$ cat config.mk
export PLATFORM = sky130hd
export DESIGN_NAME = mme_cell
export DESIGN_NICKNAME = d
export VERILOG_FILES = /design/src/rtl/mme_pkg.sv /design/src/rtl/mme_cell.sv
export SDC_FILE = /design/constraint.sdc
export NUM_CORES = 1
export LEC_CHECK = 0
export BUFFER_PORTS_ARGS = -buffer_cell sky130_fd_sc_hd__buf_2
export CAP_MARGIN = 15
export CORE_AREA = 2 2 197 199
export CTS_CLUSTER_DIAMETER = 120
export DETAILED_ROUTE_END_ITERATION = 8
export DIE_AREA = 0 0 199 201
export MAX_ROUTING_LAYER = met4
export PLACE_DENSITY = 0.78
export RECOVER_POWER = 50
export SLEW_MARGIN = 5
export SYNTH_ARGS = -nofsm -noshare
export SYNTH_HDL_FRONTEND = slang
export SYNTH_SLANG_ARGS = --single-unit
export TNS_END_PERCENT = 10
$ cat constraint.sdc
create_clock -name clk -period 9.5 [get_ports clk]
set_clock_uncertainty 0.1 [all_clocks]
set_input_delay 0.95 -clock clk [delete_from_list [all_inputs] [get_ports clk]]
set_output_delay 0.95 -clock clk [all_outputs]
set_load 0.02 [all_outputs]
$ cat src/rtl/mme_pkg.sv
// ----------------------------------------------------------------------------
// mme_pkg: shared types and constants for the matrix multiply engine
// Field widths, request codes, the cell write bus and the token that runs
// down the MAC chain.
// ----------------------------------------------------------------------------
package mme_pkg;

    localparam int MAX_DIM_DEFAULT = 8;
    localparam int MAX_DIM_LIMIT   = 8;

    localparam int MODE_W  = 2;
    localparam int IDX_W   = 3;
    localparam int DIM_W   = 4;
    localparam int VALUE_W = 16;
    localparam int PROD_W  = 2 * VALUE_W;
    localparam int RES_W   = 32;
    // room for MAX_DIM_LIMIT products plus sign
    localparam int SUM_W   = PROD_W + $clog2(MAX_DIM_LIMIT) + 1;
    localparam int CFG_IDX_W = 2;

    localparam logic [MODE_W-1:0] MODE_LOAD_A  = 2'd0;
    localparam logic [MODE_W-1:0] MODE_LOAD_B  = 2'd1;
    localparam logic [MODE_W-1:0] MODE_COMPUTE = 2'd2;

    localparam logic [CFG_IDX_W-1:0] CFG_ROWS_A    = 2'd0;
    localparam logic [CFG_IDX_W-1:0] CFG_INNER_DIM = 2'd1;
    localparam logic [CFG_IDX_W-1:0] CFG_COLS_B    = 2'd2;

    localparam logic [DIM_W-1:0] DIM_RESET = 4'd8;

    // element write broadcast to every cell
    typedef struct packed {
        logic               a_we;
        logic               b_we;
        logic [IDX_W-1:0]   row;
        logic [IDX_W-1:0]   col;
        logic [VALUE_W-1:0] data;
    } wr_t;

    // one result element in flight through the chain
    typedef struct packed {
        logic                    valid;
        logic                    last;
        logic [IDX_W-1:0]        row;
        logic [IDX_W-1:0]        col;
        logic signed [SUM_W-1:0] sum;
    } token_t;

    // zero acts as one, anything above the limit acts as the limit
    function automatic logic [DIM_W-1:0] eff_dim(input logic [DIM_W-1:0] d,
                                                input logic [DIM_W-1:0] dmax);
        logic [DIM_W-1:0] v;
        v = d;
        if (v == '0)
        begin
            v = 4'd1;
        end
        if (v > dmax)
        begin
            v = dmax;
        end
        return v;
    endfunction

endpackage

$ cat src/rtl/mme_cell.sv
// ----------------------------------------------------------------------------
// mme_cell: one multiply-accumulate cell of the chain
// Holds column k of A and row k of B, adds A[r][k]*B[k][c] to the passing
// partial sum and hands the token on.
// ----------------------------------------------------------------------------
module mme_cell #(
    parameter int MAX_DIM  = mme_pkg::MAX_DIM_DEFAULT,
    parameter int CELL_IDX = 0
) (
    input  logic                       clk,
    input  logic                       rst_n,
    input  mme_pkg::wr_t               wr,
    input  logic [mme_pkg::DIM_W-1:0]  nk,
    input  mme_pkg::token_t            tok_in,
    output mme_pkg::token_t            tok_out
);

    localparam int SEL_W = (MAX_DIM > 1) ? $clog2(MAX_DIM) : 1;
    localparam logic [mme_pkg::IDX_W-1:0] MY_IDX = mme_pkg::IDX_W'(CELL_IDX);
    localparam logic [mme_pkg::DIM_W-1:0] MY_DIM = mme_pkg::DIM_W'(CELL_IDX);

    logic [mme_pkg::VALUE_W-1:0]        a_col_reg [MAX_DIM];
    logic [mme_pkg::VALUE_W-1:0]        b_row_reg [MAX_DIM];
    logic signed [mme_pkg::VALUE_W-1:0] a_sel;
    logic signed [mme_pkg::VALUE_W-1:0] b_sel;
    logic signed [mme_pkg::PROD_W-1:0]  prod;
    logic signed [mme_pkg::SUM_W-1:0]   term;
    mme_pkg::token_t                    tok_reg, tok_next;

    assign a_sel = a_col_reg[tok_in.row[SEL_W-1:0]];
    assign b_sel = b_row_reg[tok_in.col[SEL_W-1:0]];
    assign prod  = a_sel * b_sel;

    always_comb
    begin
        if (MY_DIM < nk)
        begin
            term = {{(mme_pkg::SUM_W - mme_pkg::PROD_W){prod[mme_pkg::PROD_W-1]}}, prod};
        end
        else
        begin
            term = '0;
        end
        tok_next     = tok_in;
        tok_next.sum = tok_in.sum + term;
    end

    // element stores: A entry (row, k) and B entry (k, col)
    always_ff @(posedge clk)
    begin
        if (wr.a_we && (wr.col == MY_IDX))
        begin
            a_col_reg[wr.row[SEL_W-1:0]] <= wr.data;
        end
        if (wr.b_we && (wr.row == MY_IDX))
        begin
            b_row_reg[wr.col[SEL_W-1:0]] <= wr.data;
        end
    end

    always_ff @(posedge clk or negedge rst_n)
    begin
        if (!rst_n)
        begin
            tok_reg <= '0;
        end
        else
        begin
            tok_reg <= tok_next;
        end
    end

    assign tok_out = tok_reg;

endmodule

# ---- Word level (Yosys, flattened, before mapping)
# Memories as Yosys holds them, arrays and structs flattened.
# Index checks and enable logic that the tools add are counted.
dict set report totals {
  regBits 44
  output_inout_bits 44
  in_bits 74
  ram_bits 256
  word_cells 19
  memories 2
}
# name words width rd rd_ports_with_merged_regs write_ports line_no
set memory_table {}
lappend memory_table {a_col_reg 8 16 1 0 1 mme_cell.sv:22} ;# logic [mme_pkg::VALUE_W-1:0] a_col_reg [MAX_DIM];
lappend memory_table {b_row_reg 8 16 1 0 1 mme_cell.sv:23} ;# logic [mme_pkg::VALUE_W-1:0] b_row_reg [MAX_DIM];
dict set report classes {
  magnitude_cmp 1
  reduce_logical 4
  muxes 5
  n_addsub 1
  mul 1
}
# operator count
set ops {}
lappend ops {{36-bit adder} 1}
lappend ops {{36-bit 2-to-1 mux} 1}
lappend ops {{16-bit by 16-bit multiplier with 32-bit output} 1}
lappend ops {{3-bit zero test} 2}
lappend ops {{1-bit by 4-bit less-than comparator with 1-bit output, first input constant} 1}
lappend ops {{1-bit 2-to-1 mux} 4}
lappend ops {{1-bit logical AND} 2}

# ---- Depth between registers and ports, before layout
dict set report logic_depth {
  depth_word 4
  depth_mapped 41
}

# ---- Worst setup path after synthesis
# OpenSTA, ideal clock, no wires.
dict set report synth_path {
  path_kind {input to register}
  startpoint {input port tok_in[39] (netlist bit)}
  endpoint {register tok_reg, in the netlist tok_out[32]}
  slack_ps -788
  n_path_buf 3
  stages 38
  setup_ps 80
  arrival_ps 10108
  path_cell_list {clkbuf_1 -> buf_1 -> buf_2 -> mux4_2 -> mux2i_1 -> nor2_1 -> fa_1 -> inv_1 -> fa_1 -> fa_1 -> fa_1 -> inv_1 -> fa_1 -> inv_1 -> fa_1 -> inv_1 -> ha_1 -> a21o_1 -> (+2 left out) -> a31oi_4 -> nor2_1 -> o21ai_0 -> nand2b_1 -> a21o_1 -> a21oi_1 -> xor2_1 -> nor2_1 -> ha_1 -> nand2_1 -> nor3_1 -> and2_1 -> a22oi_1 -> a31oi_1 -> o221a_2 -> o41ai_4 -> mux2i_1 -> xnor2_1}
}
# element line_no
set synth_rtl {}
lappend synth_rtl {{start: declaration} mme_cell.sv:14} ;# input mme_pkg::token_t tok_in,
lappend synth_rtl {{end signal: assignment} mme_cell.sv:69} ;# tok_reg <= tok_next;
lappend synth_rtl {{end: declaration} mme_cell.sv:28} ;# mme_pkg::token_t tok_reg, tok_next;

==> results_dict.tcl <==
set metrics [dict create \
    post_drt_wl_per_cell_um 19.8 \
    rr_endpoint "tok_out[32]" \
    ys_ff_latch 300 \
    synthSimpleGateAreaFrac_pct 8.14 \
    seq_area_frac_synth_pct 39.6 \
    boundaryPins 118 \
    yosysWarnings 0 \
    required_ns 9.88 \
    final.setup.tns_ns 0 \
    cp.depth 35 \
    synth.cell_area_mm2 0.0222 \
    min_path_type "in -> async" \
    critPathCapture "tok_out[32]" \
    end_kind "register" \
    dp_hpwl_um 39600 \
    grt_max_degree 45 \
    fillerInstances 2717 \
    rows 72 \
    synth_cell_type_count 67 \
    die_h_um 201 \
    detailedPlace.worstSlack_ns -0.346 \
    die_area_mm2 0.0400 \
    htree_levels 1 \
    rr_startpoint "b_row_reg[2][4]" \
    cp_top_family "adder cells" \
    max_stage_delay_ns 0.56 \
    vias 14100 \
    port_buffers 117 \
    synth_fp_nets 2220 \
    final.period_utilization_pct 96.0 \
    reg2reg_depth 36 \
    synth-compound-area-share_pct 4.74 \
    antenna_found_initial 1 \
    routed_via_density 5.51 \
    grt_use_total_pct 27.2 \
    drv_cap 0 \
    netlist_top_cells_area "edfxtp_1 (35%), fa_1 (24%), mux4_2 (6.5%)" \
    core_area_mm2 0.0381 \
    cts_max_path_buffers 3 \
    synth_xor_area_share_pct 2.37 \
    path_max_fanout 15 \
    synth_top_cells_by_count "inv_1 (314), fa_1 (263), edfxtp_1 (256)" \
    synth_top_area_share_pct 34.6 \
    cts_hold_buf 0 \
    synth_mux_area_share_pct 9.07 \
    path_buf_inv 7 \
    synth_adder_area_share_pct 30.1 \
    ctsRootBufferMaster "clkbuf_16" \
    syn_avg_cell_area_um2 12.5 \
    finalWorstSetupSlack_ns 0.377 \
    crit_path_start_kind "primary input" \
    gp_congestion 0.939 \
    r2r_slack_ns 0.73 \
    first_iter_violations 841 \
    status "complete, no violations" \
    synth-edff-count 256 \
    die_w_um 199 \
    area_growth_syn_to_layout_pct 15.2 \
    gr-total-overflow 0 \
    hold_viol 0 \
    synth_most_common_cell "inv_1" \
    max_slew_margin_pct 30.4 \
    grt_pass1_wl_um 80400 \
    slew_violations 0 \
    finalSetupViolations 0 \
    hold_ws_ns 0.320 \
    syn_inst 1770 \
    synth_top_area_cell "edfxtp_1" \
    grt_pass1_vias 14900 \
    crit_start "tok_in[39]" \
    path_class "in -> reg" \
    clkTransAtPathRegs_ns 0.06 \
    crit_slowest_cell "fa_1" \
    cts_sinks 300 \
    routed_wirelength_um 50700 \
    cts_tree "built" \
    ys_dominant_reg_cell "edfxtp_1" \
    rsz0062_at_grt "true" \
    cts_buffers 29 \
    drive_gt1_share_pct 21.3 \
    post-route-min-period_ns 9.12 \
    synth_top_family_by_area "adder cells" \
    max_freq_mhz 110 \
    drt-pass1-iter-count 5 \
    drc 0 \
    initial_core_util_pct 58.2 \
    finalNetCount 2472 \
    ant_nets 0 \
    async_flop_share_pct 14.7 \
    cp.arrival_ns 9.50 \
    clkLatencyLatePin_ns 0.57 \
    crit_path_frequent_cell "fa_1" \
    tightest_slew_ns 1.04 \
]
[cell type report]
type | count | area (µm²) | share of cell area, %
Inverter | 314 | 1180 | 4.61
Multi-Input combinational cell | 1118 | 12300 | 48.0
Tap cell | 518 | 648 | 2.54
Timing Repair Buffer | 259 | 1780 | 6.96
Clock inverter | 15 | 149 | 0.582
Antenna cell | 1 | 2.50 | 0.00979
Clock buffer | 33 | 741 | 2.90
Sequential cell | 300 | 8790 | 34.4
[logic make-up (layout without fill, tap and decap cells)]
group	count (synthesis)	count (layout)
AND/OR/NAND/NOR	413	413
adder cells (fa/ha/maj)	376	376
buffers and inverters	352	621
flip-flops	300	300
AO/OA/AOI/OAI	152	152
multiplexers	117	117
XOR/XNOR	60	60
other	0	1
[cell usage in the layout (no fill, tap or decap), types with 10 or more instances in the layout]
cell type    n
xor2_1      16
a21o_1      21
nor2_1     183
dfrtp_1     44
nand2b_1    28
nor3_1      12
fa_1       263
mux2_2      20
mux2i_1     19
or2_2       10
a21oi_1     34
buf_2      115
ha_1       113
edfxtp_1   256
clkbuf_16   29
xnor2_1     44
nand2_1    127
mux4_2      64
inv_1      314
buf_4      130
o21a_1      14
o21ai_0     28
[what timing repair did]
item / CTS / global route
gates resized for setup: 0 / 16
endpoints found under the setup margin: 0 / 7
setup buffers: 0 / 1
[metrics by stage]
stage               std cells  utilization, %  area, µm²
floorplan                1770               -      22300
global placement         2507            64.5      24600
detailed placement       2507            64.5      24600
CTS                      2555            66.8      25500
global route             2558            67.1      25600
finish                   2558            67.1      25600
[layer usage]
metal  GRT usage [%]  wire length, µm  part of all wire (%)  up-vias
met3            3.81             2880                   5.7       66
met2            46.9            26100                    51      426
met1            34.6            20800                    41     7188
met4            5.62              994                   2.0        0
li1                -                -                     -     6404
met5               -                0                     0        -
[how the worst min path moves through the flow]
stage          startpoint          end  slack [ns]  depth (start not counted)
2_1_floorplan       rst_n   tok_out[0]        0.55                          0
3_3_place_gp   tok_in[43]  tok_out[43]        0.96                          1
3_5_place_dp   tok_in[42]  tok_out[42]        0.96                          1
4_1_cts        tok_in[42]  tok_out[42]        0.37                          1
5_1_grt        tok_in[42]  tok_out[42]        0.37                          1
6_report            rst_n  tok_out[38]        0.32                          1
Power is not shown: default switching activity piles up to over one toggle a cycle in this logic, so the estimate is an artifact.
