--- config.mk ---
export PLATFORM = sky130hd
export DESIGN_NAME = mme_issue
export DESIGN_NICKNAME = d
export VERILOG_FILES = /design/src/rtl/mme_pkg.sv /design/src/rtl/mme_issue.sv
export SDC_FILE = /design/constraint.sdc
export NUM_CORES = 1
export LEC_CHECK = 0
export ABC_AREA = 1
export ABC_CLOCK_PERIOD_IN_PS = 2300
export BUFFER_PORTS_ARGS = -buffer_cell sky130_fd_sc_hd__buf_4
export CORE_ASPECT_RATIO = 1.5
export CORE_UTILIZATION = 46
export CTS_CLUSTER_DIAMETER = 50
export CTS_CLUSTER_SIZE = 40
export DETAILED_ROUTE_END_ITERATION = 10
export GPL_ROUTABILITY_DRIVEN = 1
export PLACE_DENSITY = 0.8
export SLEW_MARGIN = 5
export SYNTH_ARGS = -nofsm -noshare
export SYNTH_HDL_FRONTEND = slang
export SYNTH_SLANG_ARGS = --single-unit
--- constraint.sdc ---
create_clock -name clk -period 2.3 [get_ports clk]
set_input_delay 0.23 -clock clk [delete_from_list [all_inputs] [get_ports clk]]
set_output_delay 0.23 -clock clk [all_outputs]
set_load 0.1 [all_outputs]
--- src/rtl/mme_pkg.sv ---
// ----------------------------------------------------------------------------
// mme_pkg: shared types and constants for the matrix multiply engine
// Field widths, request codes, the cell write bus and the token that runs
// down the MAC chain.
// ----------------------------------------------------------------------------
package mme_pkg;

    localparam int MAX_DIM_DEFAULT = 8;
    localparam int MAX_DIM_LIMIT   = 8;

    localparam int MODE_W  = 2;
    localparam int IDX_W   = 3;
    localparam int DIM_W   = 4;
    localparam int VALUE_W = 16;
    localparam int PROD_W  = 2 * VALUE_W;
    localparam int RES_W   = 32;
    // room for MAX_DIM_LIMIT products plus sign
    localparam int SUM_W   = PROD_W + $clog2(MAX_DIM_LIMIT) + 1;
    localparam int CFG_IDX_W = 2;

    localparam logic [MODE_W-1:0] MODE_LOAD_A  = 2'd0;
    localparam logic [MODE_W-1:0] MODE_LOAD_B  = 2'd1;
    localparam logic [MODE_W-1:0] MODE_COMPUTE = 2'd2;

    localparam logic [CFG_IDX_W-1:0] CFG_ROWS_A    = 2'd0;
    localparam logic [CFG_IDX_W-1:0] CFG_INNER_DIM = 2'd1;
    localparam logic [CFG_IDX_W-1:0] CFG_COLS_B    = 2'd2;

    localparam logic [DIM_W-1:0] DIM_RESET = 4'd8;

    // element write broadcast to every cell
    typedef struct packed {
        logic               a_we;
        logic               b_we;
        logic [IDX_W-1:0]   row;
        logic [IDX_W-1:0]   col;
        logic [VALUE_W-1:0] data;
    } wr_t;

    // one result element in flight through the chain
    typedef struct packed {
        logic                    valid;
        logic                    last;
        logic [IDX_W-1:0]        row;
        logic [IDX_W-1:0]        col;
        logic signed [SUM_W-1:0] sum;
    } token_t;

    // zero acts as one, anything above the limit acts as the limit
    function automatic logic [DIM_W-1:0] eff_dim(input logic [DIM_W-1:0] d,
                                                input logic [DIM_W-1:0] dmax);
        logic [DIM_W-1:0] v;
        v = d;
        if (v == '0)
        begin
            v = 4'd1;
        end
        if (v > dmax)
        begin
            v = dmax;
        end
        return v;
    endfunction

endpackage

--- src/rtl/mme_issue.sv ---
// ----------------------------------------------------------------------------
// mme_issue: result index sequencer
// Walks the result elements in row-major order, one token a cycle, into the
// head of the MAC chain.
// ----------------------------------------------------------------------------
module mme_issue (
    input  logic                           clk,
    input  logic                           rst_n,
    input  logic                           launch,
    input  logic [mme_pkg::DIM_W-1:0]      nr,
    input  logic [mme_pkg::DIM_W-1:0]      nc,
    output logic                           active,
    output mme_pkg::token_t                tok
);

    logic                          active_reg, active_next;
    logic [mme_pkg::IDX_W-1:0]     r_reg, r_next;
    logic [mme_pkg::IDX_W-1:0]     c_reg, c_next;
    logic [mme_pkg::DIM_W-1:0]     nr_reg, nr_next;
    logic [mme_pkg::DIM_W-1:0]     nc_reg, nc_next;
    logic                          row_end;
    logic                          col_end;

    assign col_end = ({1'b0, c_reg} == nc_reg - 4'd1);
    assign row_end = ({1'b0, r_reg} == nr_reg - 4'd1);

    always_comb
    begin
        active_next = active_reg;
        r_next      = r_reg;
        c_next      = c_reg;
        nr_next     = nr_reg;
        nc_next     = nc_reg;
        if (launch)
        begin
            active_next = 1'b1;
            r_next      = '0;
            c_next      = '0;
            nr_next     = nr;
            nc_next     = nc;
        end
        else if (active_reg)
        begin
            if (col_end)
            begin
                c_next = '0;
                r_next = r_reg + 3'd1;
                if (row_end)
                begin
                    active_next = 1'b0;
                end
            end
            else
            begin
                c_next = c_reg + 3'd1;
            end
        end
    end

    always_ff @(posedge clk or negedge rst_n)
    begin
        if (!rst_n)
        begin
            active_reg <= 1'b0;
            r_reg      <= '0;
            c_reg      <= '0;
            nr_reg     <= 4'd1;
            nc_reg     <= 4'd1;
        end
        else
        begin
            active_reg <= active_next;
            r_reg      <= r_next;
            c_reg      <= c_next;
            nr_reg     <= nr_next;
            nc_reg     <= nc_next;
        end
    end

    assign active = active_reg;

    always_comb
    begin
        tok       = '0;
        tok.valid = active_reg;
        tok.last  = row_end && col_end;
        tok.row   = r_reg;
        tok.col   = c_reg;
        tok.sum   = '0;
    end

endmodule

=== After elaboration in Yosys (flattened, before gate mapping) ===
Cells that the tools add are included.

* Register bits: 15
* Input bits: 11
* Output and inout port bits: 45
* Logic and storage cells: 25

* Add/sub/neg operators: 4
* Equality and inequality tests: 2
* Mux-type cells: 10
* Reductions and logical operators: 4

{| class="wikitable"
|+ Operator list
! cell !! number
|-
| $mux 3 || 6
|-
| $eq 3x4->1 || 2
|-
| $sub 4x1->4 const B || 2
|-
| $add 3x1->3 const B || 2
|-
| $mux 1 || 4
|-
| $reduce_bool 2->1 || 2
|-
| $reduce_and 2->1 || 1
|-
| $logic_and 1x1->1 || 1
|}

=== Longest topological paths before layout ===
Gate-level depths: netlist (run 1).

* Word-level depth: 6
* Mapped depth: 12

=== Worst setup path before layout (run 1) ===
No wires, ideal clock.

* Kind: reg-to-output
* Start point: register c_reg[1] (netlist name)
* End point: output tok[42] (netlist name)
* Arrival: 2.141 ns
* Path slack: -0.071 ns
* Stages on the path, launching flop included: 9
* Path buffers: 0
* Cell sequence: dfrtp_1 -> nor2_1 -> nor2_2 -> nand2_1 -> nor2_1 -> nand2_2 -> inv_1 -> nand2_1 -> inv_1

{| class="wikitable"
|+ RTL lines
! item !! line !! source
|-
| start, declared || mme_issue.sv:18 || <nowiki>logic [mme_pkg::IDX_W-1:0] c_reg, c_next;</nowiki>
|-
| start signal, assigned || mme_issue.sv:74 || <nowiki>c_reg <= c_next;</nowiki>
|-
| end, declared || mme_issue.sv:13 || <nowiki>output mme_pkg::token_t tok</nowiki>
|}

==> results of run 1 <==
==> area by class of cell <==
class	instances	area, sq um	share of cell area (%)
Inverter	16	60.1	4.86
Tap cell	23	28.8	2.33
Timing Repair Buffer	21	173	14.0
Multi-Input combinational cell	116	566	45.8
Clock buffer	4	26.3	2.13
Sequential cell	15	382	30.9
==> worst max-delay path: cells and delay by family, from the launching register on <==
kind	cells	cell delay, ps
flip-flops	1	550
AND/OR/NAND/NOR	6	460
buffers and inverters	4	350
adder cells (fa/ha/maj)	1	270
==> layer usage <==
metal	track usage [%]	vias to the layer above
met5	0	-
met3	2.87	4
met4	6.25	0
met1	16.8	409
li1	-	432
met2	31.1	32
==> how the worst max path moves through the flow <==
stage | slack, ps | start | cells past startpoint | endpoint
CTS | 40 | nc_reg[0] | 12 | tok[42]
detailed placement | 250 | nc_reg[0] | 12 | tok[42]
global placement | 340 | nc_reg[0] | 12 | tok[42]
global route | 20 | nc_reg[0] | 12 | tok[42]
floorplan | 5 | r_reg[2] | 7 | tok[42]
finish | 150 | nc_reg[0] | 11 | tok[42]
==> synthesized netlist by cell type <==
cell type,number,area (sq um)
nand2_2,1,6.26
inv_1,14,52.6
dfrtp_1,13,325
nor2_2,2,12.5
xor2_1,3,26.3
o21ai_0,8,40.0
buf_4,37,278
nand3_1,5,25.0
nand2_4,2,22.5
ha_1,4,50.1
nand4_1,2,12.5
dfstp_2,2,52.6
conb_1,1,3.75
a21oi_1,3,15.0
inv_2,2,7.51
xnor2_1,3,26.3
buf_6,1,11.3
clkbuf_1,1,3.75
nor2_1,9,33.8
nand2_1,38,143
==> power by group through the flow <==
stage,Combinational [uW],Clock (uW),Sequential [uW]
floorplan,433,0,459
global placement,577,0,335
detailed placement,591,0,338
CTS,597,158,333
global route,638,166,338
finish,605,154,334
==> repair_timing <==
item | CTS | global route
resized for setup | 3 | 4
setup buffers | 1 | 0
hold endpoints to repair | 13 | 0
hold buffers | 1 | 0
endpoints found under the setup margin | 1 | 1
pin swaps | 1 | 0
==> metrics by stage <==
stage / setup WS [ps] / cell area (sq um) / utilization [%]
global route: 23.1 / 1230 / 54.0
floorplan: 5.10 / 1280 / -
global placement: 339 / 1160 / 50.8
detailed placement: 253 / 1160 / 50.8
finish: 146 / 1230 / 54.0
CTS: 41.4 / 1220 / 53.3
==> cells by family (layout without fill, tap and decap cells) <==
kind of cell	count (synthesis)	after routing
simple gates	59	59
buf+inv	55	41
flops	15	15
compound gates	11	11
xor+xnor	6	6
fa+ha+maj	4	4
other cells	1	36
==> summary.md, run 1 <==
| Metric | Value |
|---|---|
| Yosys cell types | `20` |
| Root Buffer | `clkbuf_4` |
| Initial Utilization | `50.2%` |
| IO Port Bufs | `19` |
| Worst stage delay on the critical path | `550 ps` |
| Clock-pin slew on the worst setup and hold paths | `90 ps` |
| CP Cell Sequence | `inv_2, ha_4, nor2_1, nor2_2, nand2_1, nor2_2, nand2_2, inv_1, nand2_1, inv_2, buf_12` |
| Avg WL per Cell | `10.6 um` |
| Number of global-route vias before repair | `between 800 and 900` |
| Io pins | `56` |
| CTS tree | `done` |
| Internal | `roughly 470 uW` |
| Post-synthesis xor/xnor area fraction | `approximately 4.6%` |
| Final ANT Viol Nets | `0` |
| Seq cells post-synth | `15` |
| Synth Area in Compound Gates | `under 10%` |
| DRT iter0 DRCs | `8` |
| Type of the most critical hold path | `primary input to flip-flop` |
| Gate Count Post-Synth | `roughly 150` |
| DR top layer | `met4` |
| # Max-Cap Violations | `0` |
| R2R Path Start | `nc_reg[0]` |
| Non-filler cells, final | `195` |
| DR pass1 iterations | `2` |
| Met3 WL | `around 90 um` |
| Slowest-stage cell, CP | `dfstp_2` |
| Tcrit/Tclk final | `93.7%` |
| Initial antenna violation count | `0` |
| DP Cell Count | `189` |
| Proportion of synthesized area in mux cells | `0%` |
| Sw Share | `56.9%` |
| Crit end category | `output port` |
| Max Clock Freq | `between 0.4 and 0.5 GHz` |
| Clock Skew | `around 1.9 ps` |
| WP data required | `2070 ps` |
| RSZ-0062 raised after global routing | `no` |
| Fin. Hold Viols | `0` |
| Hold Crit Endpoint | `nc_reg[3]` |
| Logic pwr share | `55.3%` |
| CP max FO | `4` |
| Worst reg2reg path depth | `12` |
| Die height | `roughly 63 um` |
| H-tree Lvls | `1` |
| Reg-to-reg endpoint | `r_reg[1]` |
| Share of cells above drive strength 1 | `between 20% and 30%` |
| Synth Area in Simple Gates | `22.2%` |
| M1 wire length | `775 um` |
| Hold-critical path depth | `3` |
| Pwr Density | `885 nW/um^2` |
| Pwr Total | `1090 uW` |
| Post-DP HPWL | `1.59 mm` |
| Clock power share | `between 10 and 15%` |
| Total negative slack | `0 ps` |
| Max Slew Vio Count | `0` |
| DRT Wirelength | `2.06 mm` |
| NetSw | `621 uW` |
| Latest clock arrival within the worst-skew pair | `a little under 300 ps` |
| Hold path start | `nc[3]` |
| DR vias/cell | `approximately 4.5` |
| Critical setup path kind | `flip-flop to output port` |
| R2R Setup Slk | `540 ps` |
| Share of power burned in registers | `between 30% and 40%` |
| Diode count | `0` |
| Vias | `between 800 and 900` |
| First-pass GRT wire length | `3.46 mm` |
| Routability congestion estimate | `0.788` |
| Most frequent cells in the layout | `nand2_1, conb_1, buf_4, inv_1, dfrtp_1` |
| Worst VDD drop | `0.000581 V` |
| Row cnt | `21` |
| Fillers | `235` |
| Wire length on met2 | `around 1.2 mm` |
| YS warnings | `0` |
| Startpoint types | `flip-flop` |
| Mapped Area | `1150 sq um` |
| Worst hold slack | `~140 ps` |
| Worst-case clock buffer depth | `2` |
| Status | `completed` |
| CTS Buf Count | `3` |
| Area Overhead vs Synth | `7.63%` |
| Avg Cell Area, Syn | `around 7.6 sq um` |
| Die X | `42.8 um` |
| Final setup viols | `0` |
| Pin count of the biggest net entering global routing | `20` |
| Net count, final | `188` |
| # clock sinks | `15` |
| Drt drc | `0` |
| Post-Synth Adder-Cell Area | `4.36%` |
| CP Data Arrival Time | `1920 ps` |
| Sequential-to-total area share from yosys stat | `32.9%` |
| Total GRT Usage | `between 10% and 20%` |
| Largest family of logic cells by synthesized area | `buffers and inverters` |
| DIE AREA | `2700 sq um` |
| Core footprint | `2290 sq um` |
| Leak Pwr | `0.000704 uW` |
| Most common cell after layout, fill and taps aside | `nand2_1` |
| Grt ovf | `0` |
| Fin crit period | `approximately 2200 ps` |
(Power assumes the default switching activity.)
==> inputs of run 2 (changes only) <==
--- a/config.mk
+++ b/config.mk
@@ -8,12 +8,12 @@
 export ABC_AREA = 1
 export ABC_CLOCK_PERIOD_IN_PS = 2300
-export BUFFER_PORTS_ARGS = -buffer_cell sky130_fd_sc_hd__buf_4
 export CORE_ASPECT_RATIO = 1.5
-export CORE_UTILIZATION = 46
+export CORE_UTILIZATION = 54
 export CTS_CLUSTER_DIAMETER = 50
 export CTS_CLUSTER_SIZE = 40
 export DETAILED_ROUTE_END_ITERATION = 10
+export DONT_BUFFER_PORTS = 1
 export GPL_ROUTABILITY_DRIVEN = 1
-export PLACE_DENSITY = 0.8
+export PLACE_DENSITY = 0.69
 export SLEW_MARGIN = 5
 export SYNTH_ARGS = -nofsm -noshare
==> constraint.sdc (replaced) <==
create_clock -name clk -period 2.3 [get_ports clk]
set_input_delay 0.46 -clock clk [delete_from_list [all_inputs] [get_ports clk]]
set_output_delay 0.46 -clock clk [all_outputs]
set_load 0.1 [all_outputs]
==> run 2 against run 1 <==
  * The run now ends with negative setup slack left
  * Wire length grew 6.3%
  * Flip-flop and latch count is the same
  * Register-to-register slack lost 450 ps
  * Setup slack lost 180 ps
  * Worst hold slack gained 100 ps
  * Core utilization grew 9.9 points
==> summary.md, run 2 (synthesis gave the netlist of run 1 again) <==
| Metric | Value |
|---|---|
| Hold-critical path depth | `1` |
| DR pass1 iterations | `4` |
| # Max-Cap Violations | `0` |
| Latest clock arrival within the worst-skew pair | `290 ps` |
| RSZ-0062 raised after global routing | `yes` |
| Critical setup path kind | `flip-flop to output port` |
| Fin. Hold Viols | `0` |
| Max Slew Vio Count | `0` |
| Total GRT Usage | `22.1%` |
| Hold Crit Endpoint | `nr_reg[0]` |
| Routability congestion estimate | `between 0.7 and 0.8` |
| CP dominant cell by count | `nor2_2` |
| DIE AREA | `~2300 sq um` |
| DRT Wirelength | `between 2 and 2.5 mm` |
| Initial antenna violation count | `0` |
| Grt ovf | `0` |
| Initial Utilization | `57.3%` |
| CP Data Arrival Time | `1870 ps` |
| Reg-to-reg endpoint | `r_reg[1]` |
| Worst reg2reg path depth | `16` |
| Max transition margin | `a little over half` |
| Fin worst setup slack | `-33.5 ps` |
| CP Cell Sequence | `inv_2, ha_4, nor2_2, nor2_2, nand2_1, nor2_2, nand2_2, inv_2, nand2_4, clkinvlp_4, buf_12` |
| DR vias/cell | `about 4.6` |
| Pin count of the biggest net entering global routing | `20` |
| Max Clock Freq | `0.429 GHz` |
| DP Cell Count | `between 150 and 200` |
| Diode count | `0` |
| Most frequent cells in the layout | `conb_1, nand2_1, buf_4, inv_1, o21ai_0` |
| Final setup viols | `1` |
| Row cnt | `20` |
| Most common cell after layout, fill and taps aside | `conb_1` |
| Tcrit/Tclk final | `101%` |
| CP max FO | `2` |
| Type of the most critical hold path | `primary input to flip-flop` |
| Vias | `876` |
| Root Buffer | `clkbuf_4` |
| Clock-pin slew on the worst setup and hold paths | `90 ps` |
| First-pass GRT wire length | `approximately 3.4 mm` |
| Die height | `a little under 60 um` |
| Die X | `39.6 um` |
| Final ANT Viol Nets | `0` |
| Share of cells above drive strength 1 | `29.4%` |
| Slowest-stage cell, CP | `dfstp_2` |
| WP data required | `1840 ps` |
| Number of global-route vias before repair | `between 800 and 900` |
| Worst stage delay on the critical path | `~550 ps` |
| DRT iter0 DRCs | `9` |
| Post-DP HPWL | `1.51 mm` |
| Leak Pwr | `0.000702 uW` |
| CTS Buf Count | `3` |
| Worst-case clock buffer depth | `2` |
| R2R Setup Slk | `90 ps` |
| Startpoint types | `flip-flop` |
| Hold path start | `launch` |
| IO Port Bufs | `0` |
| Cell area after layout | `1280 sq um` |
| Actual slew at the worst max-slew pin | `692 ps` |
| Fin crit period | `2330 ps` |
| CTS tree | `done` |
| Core footprint | `2000 sq um` |
| R2R Path Start | `nc_reg[0]` |
| Finished Core Util | `63.9%` |
| DP Area | `1120 sq um` |
| Io pins | `56` |
| Pwr Density | `875 nW/um^2` |
| Failing checks | `negative setup slack` |
| Area Overhead vs Synth | `11.6%` |
| Drt drc | `0` |
| Avg WL per Cell | `11.4 um` |
| H-tree Lvls | `1` |
| Status | `finished, violations left` |
| Crit end category | `output port` |
| Net count, final | `between 150 and 200` |
| # clock sinks | `15` |
| Worst VDD drop | `~0.00056 V` |
| Pwr Total | `approximately 1100 uW` |
| Non-filler cells, final | `192` |
| Worst hold slack | `around 240 ps` |
| Clock Skew | `0.570 ps` |
run 2: cell types whose count changed in the layout (fill, tap and decap cells not counted), moves of 2 or more:
cell     change
nand2_1      -2
nor2_1       -2
buf_4        -3
inv_1        -3
inv_2        +2
dfrtp_1      -4
dfrtp_2      +4
run 2: area by class of cell:
type                       count  area (sq um)
clock buffer                   4          26.3
fill                         185           722
tap                           22          27.5
inverter                      16          63.8
sequential                    15           387
timing repair buffer          19           170
multi-input combinational    116           606
run 2: timing repair:
item / CTS / global route
hold buffers: 1 / 0
setup buffers: 8 / 2
endpoints found under the hold margin: 15 / 0
pin swaps: 6 / 5
setup endpoints to repair: 1 / 7
gates resized for setup: 5 / 9
run 2: layer usage:
metal	up-vias	routed length, um	GRT usage [%]
met5	-	0	0
met4	0	127	19.7
met3	10	101	2.26
met2	38	1230	37.9
met1	402	725	21.7
li1	426	-	-
run 2: how the worst max path moves through the flow:
stage	depth (start not counted)	endpoint	startpoint	slack, ps
3_3_place_gp	12	tok[42]	nc_reg[0]	150
6_report	11	tok[42]	nc_reg[0]	-30
3_5_place_dp	12	tok[42]	nc_reg[0]	110
4_1_cts	11	tok[42]	nc_reg[0]	-20
2_1_floorplan	10	tok[42]	nc_reg[0]	60
5_1_grt	12	tok[42]	nc_reg[0]	-140
run 2: stage by stage:
step                setup TNS, ps  worst slack, ps
floorplan                       0             55.6
global placement                0              152
detailed placement              0              106
CTS                         -18.6            -18.6
global route                 -183             -135
finish                      -33.5            -33.5
run 2: report_power, final:
group	switching (uW)	internal, uW
combinational	519	122
sequential	26.3	300
clock	85.3	67.5
total	631	489
run 2: worst max-delay path, delay by kind of cell, from the launching register on:
kind          cells  cell delay (ps)
flops             1              550
simple gates      6              400
buf+inv           4              370
fa+ha+maj         1              260
